===== config.mk =====
export PLATFORM = sky130hd
export DESIGN_NAME = cce_queue
export DESIGN_NICKNAME = d
export VERILOG_FILES = /design/src/rtl/cce_pkg.sv /design/src/rtl/cce_queue.sv
export SDC_FILE = /design/constraint.sdc
export NUM_CORES = 1
export LEC_CHECK = 0
export BUFFER_PORTS_ARGS = -buffer_cell sky130_fd_sc_hd__buf_2
export CORE_ASPECT_RATIO = 0.8
export CORE_MARGIN = 2
export CORE_UTILIZATION = 24
export DETAILED_ROUTE_END_ITERATION = 12
export PLACE_DENSITY = 0.38
export REMOVE_ABC_BUFFERS = 1
export SLEW_MARGIN = 15
export SYNTH_ARGS = -nofsm -noshare
export SYNTH_HDL_FRONTEND = slang
export SYNTH_SLANG_ARGS = --single-unit
export TNS_END_PERCENT = 100

===== constraint.sdc =====
create_clock -name clk -period 5.9 [get_ports clk]
set_input_delay 0.295 -clock clk [delete_from_list [all_inputs] [get_ports clk]]
set_output_delay 0.295 -clock clk [all_outputs]
set_load 0.005 [all_outputs]

===== src/rtl/cce_pkg.sv =====
// ----------------------------------------------------------------------------
// cce_pkg
// Shared types and constants for the 3x3 RGB convolution block.
// ----------------------------------------------------------------------------
package cce_pkg;

    localparam int PX_W    = 24;
    localparam int COEF_W  = 16;
    localparam int KROW_W  = 48;
    localparam int FW_W    = 11;
    localparam int FH_W    = 16;
    localparam int Q_DEPTH = 4;
    localparam int QCNT_W  = $clog2(Q_DEPTH + 1);
    localparam int PROD_W  = 25;
    localparam int RSUM_W  = 27;
    localparam int SUM_W   = 30;

    typedef logic [PX_W-1:0] pixel_t;

    typedef enum logic
    {
        OP_PIXEL = 1'b0,
        OP_DRAIN = 1'b1
    } opcode_t;

    typedef enum logic [2:0]
    {
        REG_KTOP   = 3'd0,
        REG_KMID   = 3'd1,
        REG_KBOT   = 3'd2,
        REG_WIDTH  = 3'd3,
        REG_HEIGHT = 3'd4
    } reg_idx_t;

    // One output's column slice: column c+1 (clamped) of the three rows,
    // plus column 0 for the first output of a row.
    typedef struct packed
    {
        pixel_t top_a;
        pixel_t mid_a;
        pixel_t bot_a;
        pixel_t top_b;
        pixel_t mid_b;
        pixel_t bot_b;
        logic   first_col;
        logic   frame_end;
    } job_t;

endpackage


===== src/rtl/cce_queue.sv =====
// ----------------------------------------------------------------------------
// cce_queue
// Small job FIFO between the front end and the filter datapath.
// ----------------------------------------------------------------------------
module cce_queue
    import cce_pkg::*;
(
    input  logic              clk,
    input  logic              rst_n,
    input  logic              push,
    input  job_t              push_job,
    input  logic              pop,
    output job_t              head_job,
    output logic              empty,
    output logic [QCNT_W-1:0] count
);

    localparam int PTR_W = $clog2(Q_DEPTH);

    job_t               slot_reg [Q_DEPTH];
    logic [PTR_W-1:0]   wptr_reg, wptr_next;
    logic [PTR_W-1:0]   rptr_reg, rptr_next;
    logic [QCNT_W-1:0]  cnt_reg, cnt_next;

    always_comb
    begin
        wptr_next = push ? wptr_reg + 1'b1 : wptr_reg;
        rptr_next = pop ? rptr_reg + 1'b1 : rptr_reg;
        cnt_next  = cnt_reg + QCNT_W'(push) - QCNT_W'(pop);
    end

    always_ff @(posedge clk or negedge rst_n)
    begin
        if (!rst_n)
        begin
            wptr_reg <= '0;
            rptr_reg <= '0;
            cnt_reg  <= '0;
        end
        else
        begin
            wptr_reg <= wptr_next;
            rptr_reg <= rptr_next;
            cnt_reg  <= cnt_next;
        end
    end

    always_ff @(posedge clk)
    begin
        if (push)
        begin
            slot_reg[wptr_reg] <= push_job;
        end
    end

    assign head_job = slot_reg[rptr_reg];
    assign empty    = (cnt_reg == '0);
    assign count    = cnt_reg;

endmodule


After elaboration in Yosys (flattened, before gate mapping) --
Memories as Yosys holds them, arrays and structs flattened. Index checks and enable logic that the tools add are counted.
Cells by class: reduce and logical (&&, ||, !) cells 1, $add $sub $neg 4, multiplexer cells 2
Operators by type and width (count):
- adder 2 x 1 -> 2 bit, second input constant | 2
- adder 3 x 1 -> 3 bit | 1
- logical NOT 3 bit | 1
- subtractor 3 x 1 -> 3 bit | 1
- two-way mux 1 bit | 2
Word-level totals: bits in writable memories 584, register bits after elaboration 7, output and inout port bits 150, memories 1
Memories:
- slot_reg | words 4, bits a word 146, rd ports 1, clocked after Yosys merged registers in 0, wr ports 1, RTL line cce_queue.sv:20 | job_t slot_reg [Q_DEPTH];

Longest topological paths before layout --
Gate-level depths: netlist (run 1).
depth after elaboration 2, mapped depth 7, gate-level depth less buffers 7

Worst setup path before layout (run 1) --
Ideal clock, no wire load.
path kind reg-to-reg, from reg wptr_reg[0], to mem slot_reg[0][0] (netlist bit), enable pin, path slack 1.416 ns, stages on the path, launching flop included 4, data arrival time 3.961 ns, library setup time 0.522 ns, required time 5.378 ns, buffers on the path 0, cells stage by stage dfrtp_1 > inv_1 > ha_1 > and2_1
RTL lines:
- start, declared | RTL line cce_queue.sv:21 | logic [PTR_W-1:0] wptr_reg, wptr_next;
- start signal, assigned | RTL line cce_queue.sv:42 | wptr_reg <= wptr_next;
- end, declared | RTL line cce_queue.sv:20
No word-level cell before the write port.

==> metrics list, run 1 <==
* Outcome: completed
- RSZ-0062 raised after global routing: false
- For the pin with the worst max-slew slack, the measured transition is ~0.95 ns.
* Largest buffer count on any clock path: 3
* Growth of design area from synthesis to finish: 29.9%
- Crit path launch type: flop
- The signal on the critical path passes through buf_12 -> mux4_2 -> buf_2.
- Final worst path period need: roughly 3.2 ns
- The biggest area contributor in the post-synthesis netlist is sky130_fd_sc_hd__edfxtp_1.
* CP Data Arrival Time: 2.93 ns
* Met2 wire length: 23.0 mm
- Measured on the finished design, the core utilization comes to between 30% and 40%.
* Post-synthesis instance total: between 700 and 800
* TritonCTS clock tree: done
* Portion of synthesized cell area occupied by the leading cell type: 81.6%
- Class of the most critical hold timing path: input port to asynchronous set/reset pin
- In this run, CTS created clock tree buffers numbering 67.
- The first global-routing pass estimated 73.9 mm of wire.
- Across all layers, the routed design uses 10200 vias.
- For the final database, setup skew stands at 0.0174 ns.
- Register area share after synthesis: just over 80%
- The routed design uses 2.46 mm of met3 wire.
* CTS H-tree depth: 3
* Top layer used by detailed routing: met5
- Io pins: 300
- Setup violations remaining at the end of the flow were counted as 0.
* Power per standard cell area: 472 nW/um^2
* Initial standard-cell utilization of the core: 24.2%
- Pin count of the biggest net entering global routing: 74
- Number of placement rows: 98
- Global routing finished with a remaining overflow of 0.
- For this block, wires on met1 add up to 22.7 mm.
- Period utilisation layout: 54.6%
- The net count of the finished layout is 1449.
- Maximum fanout along the worst path: 59
- The clock reaches the later pin of the worst-skew pair after 0.60 ns.
- Die area: 92000 sq um
* # clock sinks: 591
- After layout, the design draws a total of 13.2 mW.
* I/O Buffers: 299
- Clock tree synthesis selected as its root buffer the cell sky130_fd_sc_hd__clkbuf_16.
* Setup fix buffers added after clock tree synthesis: 0
* Vias per inst: approximately 4
* Peak per-stage delay on the critical path: approximately 0.97 ns
- Detailed Route WL: 49.5 mm
* Number of antenna violations at the first check in global routing: 4
- Placed Cells incl. Taps: 2274
* Overall fraction of global-route tracks in use: 10.8%
- Die Y-Extent: 272 um
- Largest cells by area after synthesis: sky130_fd_sc_hd__edfxtp_1, sky130_fd_sc_hd__mux4_2, sky130_fd_sc_hd__dfrtp_1, sky130_fd_sc_hd__buf_8, sky130_fd_sc_hd__buf_2
- After synthesis, the mean cell area works out to 27.0 sq um.
- Classification of the worst setup path: flop to output port
- The count of pins over their slew limit came to 0.
- Flip-flop count of the largest register, all copies and words added: 584
- Across the run, the number of max-cap violations was 0.
- Number of library cell types mapped by synthesis: 16
* Fmax: 310 MHz
- In the final layout, the share of cells above drive strength 1 is between 40% and 50%.
- STA classifies the critical path endpoint as an output port.
* Synthesized flop and latch total: just under 600
- Finished Layout Cells: 2543
* Synth Cell Area: 21500 sq um
- Before antenna repair, the detailed router went through 5 iterations.
- Via count of the first global-routing pass: approximately 11000
* GP Congestion: 0.667
- Die extent in x: 339 um
- Yosys warning total: 0
- After detailed routing, the number of remaining DRC violations is 0.
- Std-Cell Core Area: roughly 89000 sq um
* CP Data Required Time: 5.61 ns
- Number of nets still failing antenna checks after routing: 0
- IR analysis of the VDD net gives a maximum drop of 0.000222 V.
* Number of violations reported at the end of detailed-routing iteration 0: 539
- Slowest library cell on the worst path: sky130_fd_sc_hd__dfrtp_4
- Summed over all cells, the static leakage comes to 9.37 nW.
* Slew Limit Headroom: a little over a third
* DP Wirelength: 27.6 mm
- Total Neg Setup Slack: 0 ns
* Total count of hold-check failures in the final report: 0
- WL per Instance: 19.5 um
- Clock-pin slew of the registers on the worst-case setup and hold paths: 0.06 ns
[what timing repair did]
item	4_1_cts	5_1_grt
hold buffers	149	0
endpoints found under the hold margin	595	0
resized for setup	0	0
[cell families after synthesis]
logic type | after synthesis | synth area share, %
flops | 591 | 82.4
mux | 146 | 15.3
simple gates | 7 | 0.175
buf+inv | 39 | 1.49
fa+ha+maj | 7 | 0.442
xor+xnor | 5 | 0.204
compound gates | 1 | 0.0233
[through the flow]
stage,hold slack (ns),setup slack [ns],cell area [sq um]
2_1_floorplan,-0.000591,-0.689,21200
3_3_place_gp,0.151,3.17,24400
3_5_place_dp,0.159,3.18,24400
4_1_cts,0.0219,2.50,27900
5_1_grt,0.0551,2.39,27900
6_report,0.0733,2.68,27900
[synth_stat cells, drive strengths merged]
library cell	number
dfrtp	7
mux4	146
inv	6
nor3	1
and2	4
nand2	2
xnor2	3
clkbuf	2
buf	31
edfxtp	584
ha	6
xor2	2
fa	1
o21ai	1
[worst paths after layout]
check | slack [ns] | depth (start not counted) | to | start
hold reg to reg | 0.54 | 1 | wptr_reg[0]$_DFFE_PN0P_ | wptr_reg[0]$_DFFE_PN0P_
setup reg to reg | 3.48 | 4 | slot_reg[2][117]$_DFFE_PP_ | wptr_reg[0]$_DFFE_PN0P_
max in group asynchronous | 5.63 | 2 | rptr_reg[0]$_DFFE_PN0P_ | rst_n
hold / removal | 0.07 | 2 | rptr_reg[1]$_DFFE_PN0P_ | rst_n
min in group clk | 0.44 | 2 | slot_reg[3][53]$_DFFE_PP_ | push_job[53]
setup / recovery | 2.68 | 3 | head_job[10] | rptr_reg[0]$_DFFE_PN0P_
[critical path: cells and delay by family, from the launching register on]
family | cells | cell delay [ns]
DFF | 1 | 0.97
buffers and inverters | 2 | 0.64
muxes | 1 | 0.59
[cells in the final DEF, fill, tap and decap left out, types with 3 or more instances in the layout]
master,n
sky130_fd_sc_hd__buf_2,299
sky130_fd_sc_hd__inv_1,6
sky130_fd_sc_hd__clkbuf_1,19
sky130_fd_sc_hd__mux4_2,146
sky130_fd_sc_hd__xnor2_1,3
sky130_fd_sc_hd__inv_6,8
sky130_fd_sc_hd__bufinv_16,3
sky130_fd_sc_hd__edfxtp_1,584
sky130_fd_sc_hd__buf_4,5
sky130_fd_sc_hd__dfrtp_1,5
sky130_fd_sc_hd__clkinv_2,6
sky130_fd_sc_hd__and2_4,4
sky130_fd_sc_hd__diode_2,3
sky130_fd_sc_hd__dlygate4sd3_1,149
sky130_fd_sc_hd__clkinv_1,10
sky130_fd_sc_hd__clkbuf_16,68
sky130_fd_sc_hd__ha_1,6
sky130_fd_sc_hd__buf_12,7
[power by group]
group	total, mW	switching [mW]	leakage [nW]	internal, mW
combinational	3.47	1.80	2.94	1.68
clock	3.91	1.65	0.989	2.26
sequential	5.79	0.297	5.44	5.49
[routing by layer]
metal / up-vias / track usage (%)
met4: 6 / 3.70
met1: 5394 / 14.3
met3: 88 / 2.98
met5: - / 0
li1: 4455 / -
met2: 228 / 17.1
[area by class of cell]
| type | instances | area, sq um |
|---|---|---|
| flip-flops and latches | 591 | 17700 |
| fillers | 8698 | 61100 |
| clock buffers | 87 | 1770 |
| clock inverters | 30 | 260 |
| diodes | 3 | 7.51 |
| repair buffers | 460 | 3170 |
| well taps | 1200 | 1500 |
| multi-input cells | 166 | 3480 |
| inverters | 6 | 22.5 |
(Power assumes the default switching activity.)
==> inputs of run 2 (changes only) <==
--- a/config.mk
+++ b/config.mk
@@ -10,7 +10,7 @@
 export CORE_MARGIN = 2
 export CORE_UTILIZATION = 24
 export DETAILED_ROUTE_END_ITERATION = 12
-export PLACE_DENSITY = 0.38
+export PLACE_DENSITY = 0.39
 export REMOVE_ABC_BUFFERS = 1
 export SLEW_MARGIN = 15
 export SYNTH_ARGS = -nofsm -noshare
==> constraint.sdc (replaced) <==
create_clock -name clk -period 2.65 [get_ports clk]
set_input_delay 0.1325 -clock clk [delete_from_list [all_inputs] [get_ports clk]]
set_output_delay 0.1325 -clock clk [all_outputs]
set_load 0.005 [all_outputs]
==> run 2 against run 1 <==
Flip-flop and latch count unchanged. Non-clock buffer count increased by 9. Clock skew up 0.0025 ns. Power up 130%. Core utilization is 0.46 points higher. Routed wire length rose by 0.29%. Highest routed layer unchanged. First-iteration DRC count increased by 4.8%. Critical path depth is the same. Largest cell class unchanged. Register-to-register slack got worse by 2.6 ns. Combinational power increased by 140%. Via count grew 0.82%. Die area is the same.
==> metrics list, run 2 (synthesized netlist as in run 1, its figures left out) <==
- Beginning of the worst hold path: push_job[1]
* Setup-violating endpoint count in the final report: 0 (unchanged)
- The max-capacitance violation count came to 0 (unchanged).
- The post-detailed-route wirelength per cell was 19.4 um (-0.34%).
- The power density over the cells came to 1070 nW/um^2 (+130%).
- IR drop worst, VDD: 0.00102 V (+360%)
* Post-route setup slack: 0.189 ns (-2.49 ns)
- Final worst path period need: 2.46 ns
- Classification of the worst setup path: flop to output port
- The floorplan row count came to 98 (unchanged).
* Worst Hold Margin: 0.271 ns (+0.197 ns)
* Worst reg2reg setup slack: 0.91 ns (-2.57 ns)
* CP Data Required Time: 2.52 ns (-3.09 ns)
- Total leakage power: 9.56 nW (+2.1%)
* Number of cells on the worst reg-to-reg path: 7 (+3)
* Outcome: completed
- The total length of routed wires was 49.6 mm (+0.29%).
* Slowest library cell on the worst path: sky130_fd_sc_hd__mux4_2
- Overflow after GRT: 0 (unchanged)
- Capture point of the worst reg-to-reg path: count[2]$_DFF_PN0_
- Kind of cell adding the most delay to the critical path: multiplexers
* GP Congestion: 0.683 (+2.4%)
- Overall fraction of global-route tracks in use: 10.7% (-0.076 points)
* Slew at the pin closest to its max-slew limit: 0.584 ns (-0.367 ns)
* Number of antenna violations at the first check in global routing: 4 (unchanged)
- Most common cell after layout, fill and taps aside: sky130_fd_sc_hd__edfxtp_1
- The post-detailed-route DRC marker count was 0 (unchanged).
- Largest buffer count on any clock path: 3 (unchanged)
- Post-placement cell area: 24600 sq um (+0.66%)
- The initial core utilization came to 24.2% (unchanged).
* CTS H-tree depth: 3 (unchanged)
* Crit path launch type: flop
- The path with the worst hold slack has its endpoint at slot_reg[3][1]$_DFFE_PP_.
- The data arrival time of the critical path came to 2.33 ns (-0.60 ns).
- Clock Skews: 0.0199 ns (+0.00247 ns)
- The length of the first detailed-routing pass in iterations came to 6 (+1).
- The ratio of routed vias to standard cells was 4.01 (+0.19%).
- The largest stage delay on the critical path was 0.59 ns (-0.38 ns).
- Number of filler instances in the final layout: 8644 (-0.62%)
- The via count is 10300 (+0.82%).
- The placeable core region was 89000 sq um (unchanged).
* I/O Buffers: 299 (unchanged)
- The normalized max-slew margin was 61.1% (+24 points).
- TritonCTS clock tree: done
* Root buffer cell: sky130_fd_sc_hd__clkbuf_16
* Critical R2R Launch: count[0]$_DFF_PN0_
- # clock sinks: 591 (unchanged)
- The critical path buffer and inverter count is 2 (unchanged).
- The number of buffers inserted by post-CTS setup repair came to 0 (unchanged).
- The worst slack at placement came to 0.724 ns (-2.46 ns).
- The number of global-route vias before repair is 11200 (-1.9%).
- Compared with the post-synthesis result, the final layout area differs by 31.8%.
- The die area is 92000 sq um (unchanged).
- The number of instances in the placed design came to 2282 (+0.35%).
- Period utilisation layout: 92.9%
- The die width is 339 um (unchanged).
* Total count of hold-check failures in the final report: 0 (unchanged)
- The CTS clock-pin slew for the worst setup and hold paths is 0.06 ns (about the same).
- Total Neg Setup Slack: 0 ns (unchanged)
- The total number of nets in the final design was 1459 (+0.69%).
* Post-route standard cell area excluding fillers: 28300 sq um (+1.5%)
- Die Y-Extent: 272 um (unchanged)
- Worst-Skew Late Latency: 0.61 ns (about the same)
* Leading cell types in the layout, fill and taps excluded: sky130_fd_sc_hd__edfxtp_1, sky130_fd_sc_hd__buf_2, sky130_fd_sc_hd__dlygate4sd3_1, sky130_fd_sc_hd__mux4_2, sky130_fd_sc_hd__clkbuf_16
- Walking the worst path, the cells encountered are buf_16 -> mux4_2 -> buf_2.
* Io pins: 300 (unchanged)
* Wire length of the first global-routing pass: 73.1 mm (-1.1%)
- The count of pins over their slew limit came to 0 (unchanged).
* Fmax: 406 MHz
- The final core utilization is 31.8% (+0.46 points).
- The flip-flop count of the largest register after layout came to 584 (unchanged).
- The post-layout total power was 30.3 mW (+130%).
* Number of nets still failing antenna checks after routing: 0 (unchanged)
* RSZ-0062 raised after global routing: false
- The layout cell share with drive strength beyond 1 is 42.5% (+1.4 points).
- Maximum fanout along the worst path: 59 (unchanged)
- Pin count of the biggest net entering global routing: 67 (-9.5%)
- The half-perimeter wire length after placement was 28.3 mm (+2.7%).
- The min-delay analysis places its worst path in the category input port to flop.
* Crit. Startpoint: rptr_reg[0]$_DFFE_PN0P_
* Finished Layout Cells: 2559 (+0.63%)
* Crit. End Element: output port
- The clock buffer count from CTS is 68 (+1.5%).
* Number of instances on the worst hold path: 2
- The detailed router's first-iteration violation count is 565 (+4.8%).
-- run 2: changes by cell type in the layout (fill, tap and decap cells not counted), moves of 2 or more --
cell,previous run,this run
sky130_fd_sc_hd__buf_12,7,14
sky130_fd_sc_hd__bufinv_16,3,7
sky130_fd_sc_hd__clkbuf_1,19,4
sky130_fd_sc_hd__clkbuf_16,68,71
sky130_fd_sc_hd__clkinv_1,10,14
sky130_fd_sc_hd__clkinv_2,6,11
sky130_fd_sc_hd__clkinv_4,1,3
sky130_fd_sc_hd__clkinvlp_4,1,4
sky130_fd_sc_hd__inv_6,8,6
-- run 2: layout make-up --
type,count,area [sq um],area share (%)
flip-flops and latches,591,17700,62.5
clock buffers,76,1810,6.37
diodes,4,10.0,0.0353
repair buffers,469,3340,11.8
clock inverters,47,459,1.62
well taps,1200,1500,5.30
inverters,6,22.5,0.0795
multi-input cells,166,3480,12.3
-- run 2: worst max-delay path by stage --
stage               slack, ns  depth (start not counted)       endpoint
floorplan               -3.78                          1    head_job[0]
global placement         0.75                          3   head_job[19]
finish                   0.19                          3   head_job[59]
detailed placement       0.72                          3  head_job[105]
global route             0.02                          3  head_job[105]
CTS                      0.04                          3  head_job[105]
-- run 2: where the power goes --
| part | leakage (nW) | switching, mW | internal (mW) | total, mW |
|---|---|---|---|---|
| registers | 5.44 | 0.367 | 12.2 | 12.6 |
| clock network | 1.10 | 3.81 | 5.62 | 9.43 |
| logic | 3.02 | 4.35 | 3.90 | 8.24 |
| total | 9.56 | 8.52 | 21.7 | 30.3 |
-- run 2: repair_timing --
action                                  CTS  global route
hold endpoints to repair                596             0
hold buffers                            150             0
resized for setup                         0             1
endpoints found under the setup margin    0             4
-- run 2: layer usage --
layer	up-vias	track usage [%]	routed length [um]
met5	-	0	16
met4	2	3.63	1300
met3	84	3.61	3550
met2	273	17.0	23400
met1	5414	13.7	21400
li1	4481	-	-
==> inputs of run 3 (changes only) <==
--- a/config.mk
+++ b/config.mk
@@ -11,7 +11,6 @@
 export CORE_UTILIZATION = 24
 export DETAILED_ROUTE_END_ITERATION = 12
 export PLACE_DENSITY = 0.39
-export REMOVE_ABC_BUFFERS = 1
 export SLEW_MARGIN = 15
 export SYNTH_ARGS = -nofsm -noshare
 export SYNTH_HDL_FRONTEND = slang
==> run 3 against run 2 <==
Sequential power about the same. Clock power decreased by 4.1%. Worst hold slack improved by 0.013 ns. Power increased by 0.12%. Core utilization increased by 0.25 points. Register-to-register slack got worse by 0.03 ns. Fmax increased by 3.6%. Die area unchanged. Sequential share of layout area decreased by 0.49 points. Largest power group unchanged.
==> metrics list, run 3 (synthesized netlist as in run 1, its figures left out) <==
* Std-Cell Core Area: 89000 sq um (unchanged)
- Clock Skews: 0.0128 ns (-0.00705 ns)
* CP Data Arrival Time: 2.24 ns (-0.09 ns)
- The flip-flop count of the largest register after layout was 584 (unchanged).
- Most common cell after layout, fill and taps aside: sky130_fd_sc_hd__edfxtp_1
- Maximum fanout along the worst path: 20 (-66%)
- The normalized max-slew margin was 57.4% (-3.7 points).
- Via count of the first global-routing pass: 11700 (+5.0%)
* Classification of the worst setup path: flop to output port
- The number of ports placed on the die boundary is 300 (unchanged).
* Slew at the pin closest to its max-slew limit: 0.639 ns (+0.0548 ns)
- Broken down by cell family, the worst path's largest delay share belongs to buffers and inverters.
- The max-capacitance violation count came to 0 (unchanged).
* Class of the most critical hold timing path: input port to flop
- The overall die height came to 272 um (unchanged).
- The floorplan row count is 98 (unchanged).
- The worst IR drop on VDD was 0.000481 V (-53%).
* Peak per-stage delay on the critical path: 0.57 ns (-0.02 ns)
- Place WS: 0.800 ns (+0.0760 ns)
* Die extent in x: 339 um (unchanged)
- GRT met1 Usage: 13.8% (+0.083 points)
- Net count of the finished layout: 1488 (+2.0%)
- For this design, the slowest cell found on the critical path is sky130_fd_sc_hd__mux4_2.
- Total leakage power: 9.69 nW (+1.3%)
- The layer flagged by global routing as most heavily used is met2.
- Remaining design rule violation count: 0 (unchanged)
- The clock buffer count from CTS was 68 (unchanged).
* Root buffer cell: sky130_fd_sc_hd__clkbuf_16
* Global-route track usage on met2: 18.1% (+1.1 points)
* # clock sinks: 591 (unchanged)
- The total length of routed wires came to 50.3 mm (+1.3%).
- The library cells used most frequently in the layout, excluding fill and tap cells, are sky130_fd_sc_hd__edfxtp_1, sky130_fd_sc_hd__buf_2, sky130_fd_sc_hd__dlygate4sd3_1, sky130_fd_sc_hd__mux4_2, sky130_fd_sc_hd__clkbuf_16.
- The count of nets left with antenna violations after detail routing is 0 (unchanged).
- Vias: 10300 (+0.73%)
- The count of pins over their slew limit is 0 (unchanged).
* Top cell by count, worst path: sky130_fd_sc_hd__buf_12
* Overflow after GRT: 0 (unchanged)
- RSZ-0062 raised after global routing: false
* First drt pass iteration count: 4 (-2)
- TritonCTS clock tree: done
* Finished Layout Cells: 2584 (+0.98%)
- Power per standard cell area: 1060 nW/um^2 (-0.66%)
- The first-pass GRT wire length came to 75.1 mm (+2.7%).
* Number of antenna violations at the first check in global routing: 3 (-1)
- Share of final-layout standard cells stronger than drive strength 1: 42.7% (+0.22 points)
* Worst-Skew Late Latency: 0.60 ns (about the same)
- Period utilisation layout: 89.6% (-3.3 points)
* Crit path launch type: flop
- DP Wirelength: 31.0 mm (+9.5%)
- The minimum period implied by the final worst setup slack was 2.37 ns (-0.0862 ns).
- The pin count of the biggest net entering global routing is 82 (+22%).
- Initial standard-cell utilization of the core: 24.2% (unchanged)
- The number of instances in the placed design is 2311 (+1.3%).
- Crit. End Element: output port
* Growth of design area from synthesis to finish: 32.8%
* Number of violations reported at the end of detailed-routing iteration 0: 490 (-13%)
* I/O Buffers: 299 (unchanged)
- The number of endpoints with negative hold slack in the final report was 0 (unchanged).
- The run finished with clean final reports.
* CTS H-tree depth: 3 (unchanged)
* GP Congestion: 0.685 (+0.28%)
- The data required time at the worst endpoint is 2.52 ns (about the same).
* Total Neg Setup Slack: 0 ns (unchanged)
* Global routing usage on met3: 3.33% (-0.27 points)
* Buffer and inverter count on the worst path: 3 (+1)
* Fmax: 421 MHz (+3.6%)
- The final setup violation count is 0 (unchanged).
- WL per Instance: 19.5 um (+0.30%)
- Clock-pin slew of the registers on the worst-case setup and hold paths: 0.06 ns (about the same)
* Post-route setup slack: 0.276 ns (+0.0862 ns)
* Overall fraction of global-route tracks in use: 11.0% (+0.26 points)
* Worst-path cell chain: buf_12 -> buf_12 -> mux4_2 -> buf_2
- The die area came to 92000 sq um (unchanged).
* Vias per inst: 4.00 (-0.24%)
- Largest buffer count on any clock path: 3 (unchanged)
- Syn_nets: 953
==> run 3: power by group <==
part | total [mW] | leakage, nW | internal [mW] | switching, mW
Sequential | 12.6 | 5.44 | 12.2 | 0.379
Combinational | 8.66 | 3.20 | 4.26 | 4.40
Clock | 9.04 | 1.05 | 5.38 | 3.66
Total | 30.3 | 9.69 | 21.9 | 8.44
==> run 3: worst paths after layout <==
| path | startpoint | slack (ns) | end | cells after the start |
|---|---|---|---|---|
| min in group asynchronous | rst_n | 0.56 | count[0]$_DFF_PN0_ | 3 |
| worst min register to register | wptr_reg[0]$_DFFE_PN0P_ | 0.53 | wptr_reg[0]$_DFFE_PN0P_ | 1 |
| max in group asynchronous | rst_n | 1.76 | rptr_reg[1]$_DFFE_PN0P_ | 3 |
| worst max register to register | wptr_reg[0]$_DFFE_PN0P_ | 0.88 | slot_reg[2][46]$_DFFE_PP_ | 4 |
| worst min-delay path | push_job[25] | 0.28 | slot_reg[2][25]$_DFFE_PP_ | 2 |
| worst max-delay path | rptr_reg[0]$_DFFE_PN0P_ | 0.28 | head_job[88] | 4 |
==> run 3: layer usage <==
layer  vias up  wire length, um
met5         -               34
met4         6             1160
met3        88             2870
met2       224            24400
met1      5467            21800
li1       4544                -
==> run 3: area by class of cell <==
| class | instances | area [sq um] |
|---|---|---|
| well taps | 1200 | 1500 |
| repair buffers | 498 | 3690 |
| fillers | 8626 | 60500 |
| inverters | 6 | 22.5 |
| multi-input cells | 166 | 3480 |
| flip-flops and latches | 591 | 17700 |
| diodes | 1 | 2.50 |
| clock buffers | 84 | 1780 |
| clock inverters | 38 | 364 |
==> run 3: what timing repair did <==
item                      4_1_cts  5_1_grt
buffers inserted                0        0
hold buffers                  150        0
hold endpoints to repair      596        0
resized for setup               0        0
==> run 3: per-stage QoR <==
| stage | cell area, sq um | utilization (%) | hold slack (ns) | power, mW |
|---|---|---|---|---|
| global route | 28600 | 32.1 | 0.257 | 32.0 |
| CTS | 28600 | 32.1 | 0.226 | 31.2 |
| floorplan | 21500 | - | -0.163 | 17.6 |
| global placement | 24900 | 28.0 | 0.00206 | 21.7 |
| detailed placement | 24900 | 28.0 | 0.00416 | 21.7 |
| finish | 28600 | 32.1 | 0.283 | 30.3 |
